`src/design/assert_macros.svh`:
```
// Assertion macros used by the key-value table sequencer.
`ifndef ASSERT_MACROS_SVH
`define ASSERT_MACROS_SVH

// Same-cycle implication, disabled while reset is asserted.
`define ASSERT_IMPLIES(label, clk, rst_n, ante, cons) \
    label: assert property (@(posedge clk) disable iff (!(rst_n)) (ante) |-> (cons)) \
        else $error("same-cycle implication failed");

// Next-cycle implication, disabled while reset is asserted.
`define ASSERT_NEXT(label, clk, rst_n, ante, cons) \
    label: assert property (@(posedge clk) disable iff (!(rst_n)) (ante) |=> (cons)) \
        else $error("next-cycle implication failed");

`endif

```
`src/design/kvt_pkg.sv`:
```
// Types and constants for the key-value table.
`default_nettype none

package kvt_pkg;

    localparam int KEY_W     = 32;
    localparam int VAL_W     = 32;
    localparam int SLOT_W    = KEY_W + 1;   // valid flag above the key
    localparam int CNT_OUT_W = 5;

    localparam logic [1:0] ACT_INSERT = 2'd0;
    localparam logic [1:0] ACT_LOOKUP = 2'd1;
    localparam logic [1:0] ACT_REMOVE = 2'd2;

    typedef struct packed {
        logic [1:0]              action;
        logic signed [KEY_W-1:0] lookup_key;
        logic [VAL_W-1:0]        entry_value;
    } t_request;

    typedef struct packed {
        logic                 found;
        logic [VAL_W-1:0]     read_value;
        logic                 rejected;
        logic [CNT_OUT_W-1:0] entry_count;
    } t_result;

    typedef struct packed {
        logic rd_en;
        logic key_we;
        logic val_we;
    } t_mem_ctl;

    typedef enum logic [1:0] {
        ST_CLEAR,
        ST_IDLE,
        ST_SCAN,
        ST_WRITE
    } t_state;

endpackage

`default_nettype wire

```
`src/design/kvt_ram.sv`:
```
// Generic single-clock RAM with one write port and one registered read port.
`default_nettype none

module kvt_ram #(
    parameter int WIDTH = 32,
    parameter int DEPTH = 16,
    localparam int AW = (DEPTH > 1) ? $clog2(DEPTH) : 1
) (
    input  logic             i_clk,
    input  logic             i_we,
    input  logic [AW-1:0]    i_waddr,
    input  logic [WIDTH-1:0] i_wdata,
    input  logic             i_re,
    input  logic [AW-1:0]    i_raddr,
    output logic [WIDTH-1:0] o_rdata
);

    logic [WIDTH-1:0] r_mem [DEPTH];
    logic [WIDTH-1:0] r_rdata;

    always_ff @(posedge i_clk) begin
        if (i_we) begin
            r_mem[i_waddr] <= i_wdata;
        end
        if (i_re) begin
            r_rdata <= r_mem[i_raddr];
        end
    end

    assign o_rdata = r_rdata;

endmodule

`default_nettype wire

```
`src/design/kvt_ctrl.sv`:
```
// Sequencer: clearing pass, slot scan and write-back for the key-value table.
`default_nettype none

module kvt_ctrl
    import kvt_pkg::*;
#(
    parameter int CAPACITY = 16,
    localparam int IW = (CAPACITY > 1) ? $clog2(CAPACITY) : 1,
    localparam int CW = $clog2(CAPACITY + 1)
) (
    input  logic              i_clk,
    input  logic              i_rst_n,
    input  logic              i_start,
    input  t_request          i_request,
    output logic              o_busy,
    input  logic [SLOT_W-1:0] i_key_rdata,
    input  logic [VAL_W-1:0]  i_val_rdata,
    output t_mem_ctl          o_mem,
    output logic [IW-1:0]     o_raddr,
    output logic [IW-1:0]     o_waddr,
    output logic [SLOT_W-1:0] o_key_wdata,
    output logic [VAL_W-1:0]  o_val_wdata,
    output logic              o_done,
    output t_result           o_result
);

`include "assert_macros.svh"

    localparam logic [IW-1:0] LAST = IW'(CAPACITY - 1);

    t_state         r_state, n_state;
    logic [IW-1:0]  r_idx, n_idx;
    t_request       r_req, n_req;
    logic           r_hit, n_hit;
    logic [IW-1:0]  r_hit_idx, n_hit_idx;
    logic           r_free, n_free;
    logic [IW-1:0]  r_free_idx, n_free_idx;
    logic [VAL_W-1:0] r_val, n_val;
    logic [CW-1:0]  r_count, n_count;

    logic           slot_valid;
    logic           key_match;
    logic           last_slot;

    assign slot_valid = i_key_rdata[SLOT_W-1];
    assign key_match  = slot_valid && (i_key_rdata[KEY_W-1:0] == $unsigned(r_req.lookup_key));
    assign last_slot  = (r_idx == LAST);

    // Next state
    always_comb begin
        n_state = r_state;
        case (r_state)
            ST_CLEAR: begin
                if (last_slot) n_state = ST_IDLE;
            end
            ST_IDLE: begin
                if (i_start) n_state = ST_SCAN;
            end
            ST_SCAN: begin
                if (last_slot) n_state = ST_WRITE;
            end
            ST_WRITE: begin
                n_state = ST_IDLE;
            end
            default: begin
                n_state = ST_CLEAR;
            end
        endcase
    end

    // Index and request capture, scan bookkeeping: first matching slot and lowest free slot
    always_comb begin
        n_idx      = r_idx;
        n_req      = r_req;
        n_hit      = r_hit;
        n_hit_idx  = r_hit_idx;
        n_free     = r_free;
        n_free_idx = r_free_idx;
        n_val      = r_val;
        case (r_state)
            ST_CLEAR: begin
                n_idx = last_slot ? '0 : r_idx + IW'(1);
            end
            ST_IDLE: begin
                if (i_start) begin
                    n_req  = i_request;
                    n_hit  = 1'b0;
                    n_free = 1'b0;
                    n_idx  = '0;
                end
            end
            ST_SCAN: begin
                if (key_match && !r_hit) begin
                    n_hit     = 1'b1;
                    n_hit_idx = r_idx;
                    n_val     = i_val_rdata;
                end
                if (!slot_valid && !r_free) begin
                    n_free     = 1'b1;
                    n_free_idx = r_idx;
                end
                n_idx = last_slot ? '0 : r_idx + IW'(1);
            end
            default: begin
                n_idx = r_idx;
            end
        endcase
    end

    // Outputs: memory control, write-back, result and next entry count
    always_comb begin
        o_mem       = '0;
        o_raddr     = r_idx + IW'(1);
        o_waddr     = r_idx;
        o_key_wdata = '0;
        o_val_wdata = r_req.entry_value;
        o_done      = 1'b0;
        o_result    = '0;
        n_count     = r_count;
        case (r_state)
            ST_CLEAR: begin
                o_mem.key_we = 1'b1;
            end
            ST_IDLE: begin
                o_mem.rd_en = i_start;
                o_raddr     = '0;
            end
            ST_SCAN: begin
                o_mem.rd_en = !last_slot;
            end
            ST_WRITE: begin
                o_done = 1'b1;
                case (r_req.action)
                    ACT_INSERT: begin
                        if (r_hit) begin
                            o_mem.val_we = 1'b1;
                            o_waddr      = r_hit_idx;
                        end else if (r_free) begin
                            o_mem.key_we = 1'b1;
                            o_mem.val_we = 1'b1;
                            o_waddr      = r_free_idx;
                            o_key_wdata  = {1'b1, r_req.lookup_key};
                            n_count      = r_count + CW'(1);
                        end else begin
                            o_result.rejected = 1'b1;
                        end
                    end
                    ACT_LOOKUP: begin
                        o_result.found      = r_hit;
                        o_result.read_value = r_hit ? r_val : '0;
                    end
                    ACT_REMOVE: begin
                        if (r_hit) begin
                            o_result.found = 1'b1;
                            o_mem.key_we   = 1'b1;
                            o_waddr        = r_hit_idx;
                            o_key_wdata    = {1'b0, r_req.lookup_key};
                            if (r_count != '0) n_count = r_count - CW'(1);
                        end
                    end
                    default: begin
                        o_result.found = 1'b0;
                    end
                endcase
            end
            default: begin
                o_done = 1'b0;
            end
        endcase
        o_result.entry_count = CNT_OUT_W'(n_count);
    end

    assign o_busy    = (r_state != ST_IDLE);

    always_ff @(posedge i_clk) begin
        if (!i_rst_n) begin
            r_state <= ST_CLEAR;
            r_idx   <= '0;
            r_count <= '0;
            r_hit   <= 1'b0;
            r_free  <= 1'b0;
        end else begin
            r_state <= n_state;
            r_idx   <= n_idx;
            r_count <= n_count;
            r_hit   <= n_hit;
            r_free  <= n_free;
        end
    end

    always_ff @(posedge i_clk) begin
        r_req      <= n_req;
        r_hit_idx  <= n_hit_idx;
        r_free_idx <= n_free_idx;
        r_val      <= n_val;
    end

    `ASSERT_NEXT(a_scan_ends_in_write, i_clk, i_rst_n, (r_state == ST_SCAN) && last_slot, r_state == ST_WRITE)
    `ASSERT_NEXT(a_write_returns_idle, i_clk, i_rst_n, r_state == ST_WRITE, r_state == ST_IDLE)
    `ASSERT_IMPLIES(a_reject_only_full, i_clk, i_rst_n, o_done && o_result.rejected, r_count == CW'(CAPACITY))
    `ASSERT_IMPLIES(a_count_in_range, i_clk, i_rst_n, 1'b1, r_count <= CW'(CAPACITY))

endmodule

`default_nettype wire

```
`src/design/key_value_table.sv`:
```
// Top level of the key-value table: key and value RAMs, sequencer, result register.
// A request is captured, then the scan reads one slot per cycle from the key and value RAMs,
// then one write-back follows and the result is registered. A new request is taken only in
// idle, while busy is low.
// Reset: busy stays high for a clearing pass that invalidates every slot.
// The result strobe o_done lasts one cycle; the receiver cannot stall it.
`default_nettype none

module key_value_table
    import kvt_pkg::*;
#(
    parameter int CAPACITY = 16
) (
    input  logic     i_clk,
    input  logic     i_rst_n,
    input  logic     start,
    input  t_request i_request,
    output logic     busy,
    output logic     o_done,
    output t_result  o_result
);

    localparam int IW = (CAPACITY > 1) ? $clog2(CAPACITY) : 1;

    t_mem_ctl          mem_ctl;
    logic [IW-1:0]     raddr;
    logic [IW-1:0]     waddr;
    logic [SLOT_W-1:0] key_wdata;
    logic [SLOT_W-1:0] key_rdata;
    logic [VAL_W-1:0]  val_wdata;
    logic [VAL_W-1:0]  val_rdata;
    logic              done;
    t_result           result;

    logic              r_done;
    t_result           r_result;

    kvt_ctrl #(
        .CAPACITY(CAPACITY)
    ) u_ctrl (
        .i_clk      (i_clk),
        .i_rst_n    (i_rst_n),
        .i_start    (start),
        .i_request  (i_request),
        .o_busy     (busy),
        .i_key_rdata(key_rdata),
        .i_val_rdata(val_rdata),
        .o_mem      (mem_ctl),
        .o_raddr    (raddr),
        .o_waddr    (waddr),
        .o_key_wdata(key_wdata),
        .o_val_wdata(val_wdata),
        .o_done     (done),
        .o_result   (result)
    );

    kvt_ram #(
        .WIDTH(SLOT_W),
        .DEPTH(CAPACITY)
    ) u_key_ram (
        .i_clk  (i_clk),
        .i_we   (mem_ctl.key_we),
        .i_waddr(waddr),
        .i_wdata(key_wdata),
        .i_re   (mem_ctl.rd_en),
        .i_raddr(raddr),
        .o_rdata(key_rdata)
    );

    kvt_ram #(
        .WIDTH(VAL_W),
        .DEPTH(CAPACITY)
    ) u_val_ram (
        .i_clk  (i_clk),
        .i_we   (mem_ctl.val_we),
        .i_waddr(waddr),
        .i_wdata(val_wdata),
        .i_re   (mem_ctl.rd_en),
        .i_raddr(raddr),
        .o_rdata(val_rdata)
    );

    // Register the done strobe, and hold the result until the next write-back
    always_ff @(posedge i_clk) begin
        if (!i_rst_n) begin
            r_done <= 1'b0;
        end else begin
            r_done <= done;
        end
    end

    always_ff @(posedge i_clk) begin
        if (done) begin
            r_result <= result;
        end
    end

    assign o_done   = r_done;
    assign o_result = r_result;

endmodule

`default_nettype wire
```
`config.mk`:
```
export PLATFORM = sky130hd
export DESIGN_NAME = key_value_table
export DESIGN_NICKNAME = d
export VERILOG_FILES = /design/src/design/kvt_pkg.sv /design/src/design/kvt_ram.sv /design/src/design/kvt_ctrl.sv /design/src/design/key_value_table.sv
export VERILOG_INCLUDE_DIRS = /design/src /design/src/design
export SDC_FILE = /design/constraint.sdc
export NUM_CORES = 1
export LEC_CHECK = 0
export BUFFER_PORTS_ARGS = -buffer_cell sky130_fd_sc_hd__buf_4
export CAP_MARGIN = 20
export CORE_UTILIZATION = 67
export DETAILED_ROUTE_END_ITERATION = 10
export PLACE_DENSITY = 0.85
export SYNTH_ARGS = -nofsm -noshare
export SYNTH_HDL_FRONTEND = slang
export SYNTH_HIERARCHICAL = 1
export SYNTH_SLANG_ARGS = --single-unit
```
`constraint.sdc`:
```
create_clock -name i_clk -period 9.3 [get_ports i_clk]
set_input_delay 0.465 -clock i_clk [delete_from_list [all_inputs] [get_ports i_clk]]
set_output_delay 0.465 -clock i_clk [all_outputs]
set_load 0.01 [all_outputs]
```
==> impl_metrics.ini <==
[clock_network]
cts_buffer_depth = 3
clk-insertion-delay-late_ps = 730
cts_resized = 0
clk_pin_slew_ps = 70
tritoncts = yes
cts.sinks = 1264
cts_inserted_buffers = 114
htree_levels = 3
cts-root-buf = clkbuf_16

[setup_path]
cp_max_fo = 53
rr_worst_depth = 9
cp.arrival_ps = 5660
timing.rr.end = u_key_ram/r_mem[15][7]
reg2reg_slack_ps = 4000
crit_required_ps = 9660
path_class = reg -> reg
crit_path_end_kind = flop
r2r_start = u_ctrl/r_state[0]
startpoint_type = flop

[synthesis]
syn_area_sq_mm = 0.0477
yosys-top-cells-count = edfxtp_1 (1,250), mux4_2 (241), a22oi_1 (132)
syn_inst = 2148
synth_seq_area_share_pct = 79.3
synth_area_leaders = edfxtp_1 (79%), mux4_2 (11%), a22oi_1 (2.1%)
ys.flop_type = edfxtp_1
synth_top_cell_area_share_pct = 78.7
ys_ff_latch = 1264
syn-num-nets = 2228
ys_warn_count = 6
synth_edf_count = 1250
synth_top_cell_by_area = edfxtp_1
synth.most_common_cell = edfxtp_1
synth.avg_cell_area_sq_um = 22.2
yosys.cell_types.count = 61
async_flop_share_pct = 0

[die]
core_sq_mm = 0.0703
rows = 97
die_h_microns = 269
dieArea_sq_mm = 0.0722
die_w_microns = 269
ios = 110
start_util_pct = 67.8

[sta]
slew_viol_final = 0
fin_setup_tns_ps = 0
hold_violations = 0
setup_viol = 0
tightest_slew_ps = 1220
layout_min_cycle_time_ps = 5300
timing.final.crit_share_pct = 57.0
rsz0062_at_grt = false
slew_headroom_pct = 18.5
max_freq_ghz = 0.189
fin_worst_skew_ps = 71.9

[drt]
wl_per_cell_microns = 38.2
drc_errors = 0
drtIter0Drc = 4837
drt_pass1_iterations = 6
wl_microns = 130000
vias = 25400
vias_per_cell = 7.46
ant_nets = 0

[grt]
grt_pass1_vias = 25100
overflow = 0
track_usage_pct = 35.1
grt_pass1_wl_microns = 176000
grt_max_degree = 133
antenna_found_initial = 0

[layout]
fill_cells = 3029
n_antenna_cell = 0
syn_to_final_growth_pct = 14.6
nNetsFinal = 2440
drive_gt1_share_pct = 25.6
finalInstanceArea_sq_mm = 0.0547
seq_area_sq_mm = 0.0378
post-route-util_pct = 77.8
multi_input_area_sq_mm = 0.00930

[placement]
postPlaceCellArea_sq_mm = 0.0499
dpl.hpwl_microns = 60300
portBuffers = 109
gp_congestion = 0.811

[power]
p_per_area_mw_per_mm2 = 310
leakage_nw = 17.8
irDropWorstVdd_mv = 0.375

[run]
cap_viol_max_count = 0

[hold_path]
hold_end = o_done
hp-start = i_rst_n
min_delay_path_depth = 2
hp-class = in -> reg

[run_status]
status = completed
==> kinds of logic after synthesis <==
family / Yosys count / share of synthesized area (%)
AO/OA/AOI/OAI: 173 / 2.73
XOR/XNOR: 29 / 0.533
adder cells (fa/ha/maj): 11 / 0.289
buffers and inverters: 148 / 1.82
flip-flops: 1264 / 79.3
multiplexers: 264 / 12.5
AND/OR/NAND/NOR: 259 / 2.79
==> placed cells by master, fill, tap and decap left out, types with 27 or more instances in the layout <==
master	netlist	final
nor2_4	0	27
edfxtp_1	1250	1250
a22oi_1	132	132
clkbuf_16	0	114
and2_1	73	73
clkinv_1	0	31
mux4_2	241	241
dlygate4sd3_1	0	66
nand2_1	81	81
clkinv_2	0	28
buf_4	41	130
==> cell type report <==
class / count / share of cell area [%]
timing repair buffer: 227 / 4.24
clock buffer: 122 / 5.27
multi-input combinational: 736 / 17.0
tap: 940 / 2.15
clock inverter: 95 / 2.01
inverter: 17 / 0.119
sequential: 1264 / 69.2
==> through the flow <==
step	hold WS, ps	instances	setup slack [ps]	total power, mW
2_1_floorplan	400	2148	3410	10.4
3_3_place_gp	403	3090	4690	11.2
3_5_place_dp	405	3109	4480	11.5
4_1_cts	121	3392	3960	16.7
5_1_grt	146	3401	3930	17.3
6_report	166	3401	4000	16.9
==> worst max-delay path, cell delays in order (launching register included) <==
cell and delay, ps:
dfxtp_1 500, ha_2 230, buf_4 580, nand2_1 290, and2b_1 780, a222oi_1 230, inv_1 610, nand2_1 480
nor2_4 770, buf_4 430
==> metal layers <==
metal / routed length [microns] / global-route usage [%] / up-vias / part of all wire, %
met5: 0 / 0 / - / 0
met4: 6380 / 16.9 / 0 / 4.9
met3: 16800 / 7.35 / 492 / 13
met2: 63600 / 55.6 / 2805 / 49
met1: 43000 / 47.6 / 12700 / 33
li1: - / - / 9331 / -
==> power breakdown <==
| group | total, mW | switching (mW) | internal, mW |
|---|---|---|---|
| registers | 6.94 | 0.209 | 6.73 |
| logic | 4.89 | 2.73 | 2.16 |
| clock network | 5.11 | 2.27 | 2.85 |
| total | 16.9 | 5.20 | 11.7 |
==> worst max-delay path by stage <==
stage / start / to / cells past startpoint
after floorplan: u_ctrl/r_state[0] / u_key_ram/r_mem[0][0] / 7
after global routing: u_ctrl/r_state[0] / u_key_ram/r_mem[15][7] / 9
after CTS: u_ctrl/r_state[0] / u_val_ram/r_mem[0][5] / 9
after global placement: u_ctrl/r_state[0] / u_val_ram/r_mem[0][3] / 9
after detailed placement: u_ctrl/r_state[0] / u_val_ram/r_mem[0][6] / 9
final: u_ctrl/r_state[0] / u_key_ram/r_mem[15][7] / 9
==> repair_timing <==
action / CTS / global route
setup endpoints to repair: 0 / 0
hold buffers: 66 / 0
endpoints found under the hold margin: 66 / 0
setup buffers: 0 / 0
==> sequential cells by signal (all words and copies together), names as in the netlist, 2 cells and up <==
register / cells
u_key_ram/r_mem: 528
u_val_ram/r_mem: 512
o_result: 39
u_ctrl/r_req: 34
u_key_ram/o_rdata: 33
u_ctrl/o_val_wdata: 32
u_ctrl/r_val: 32
u_val_ram/o_rdata: 32
u_ctrl/r_count: 5
u_ctrl/r_free_idx: 4
u_ctrl/r_hit_idx: 4
u_ctrl/r_idx: 4
u_ctrl/r_state: 2
Note: power is estimated with default switching activity, not from simulation.
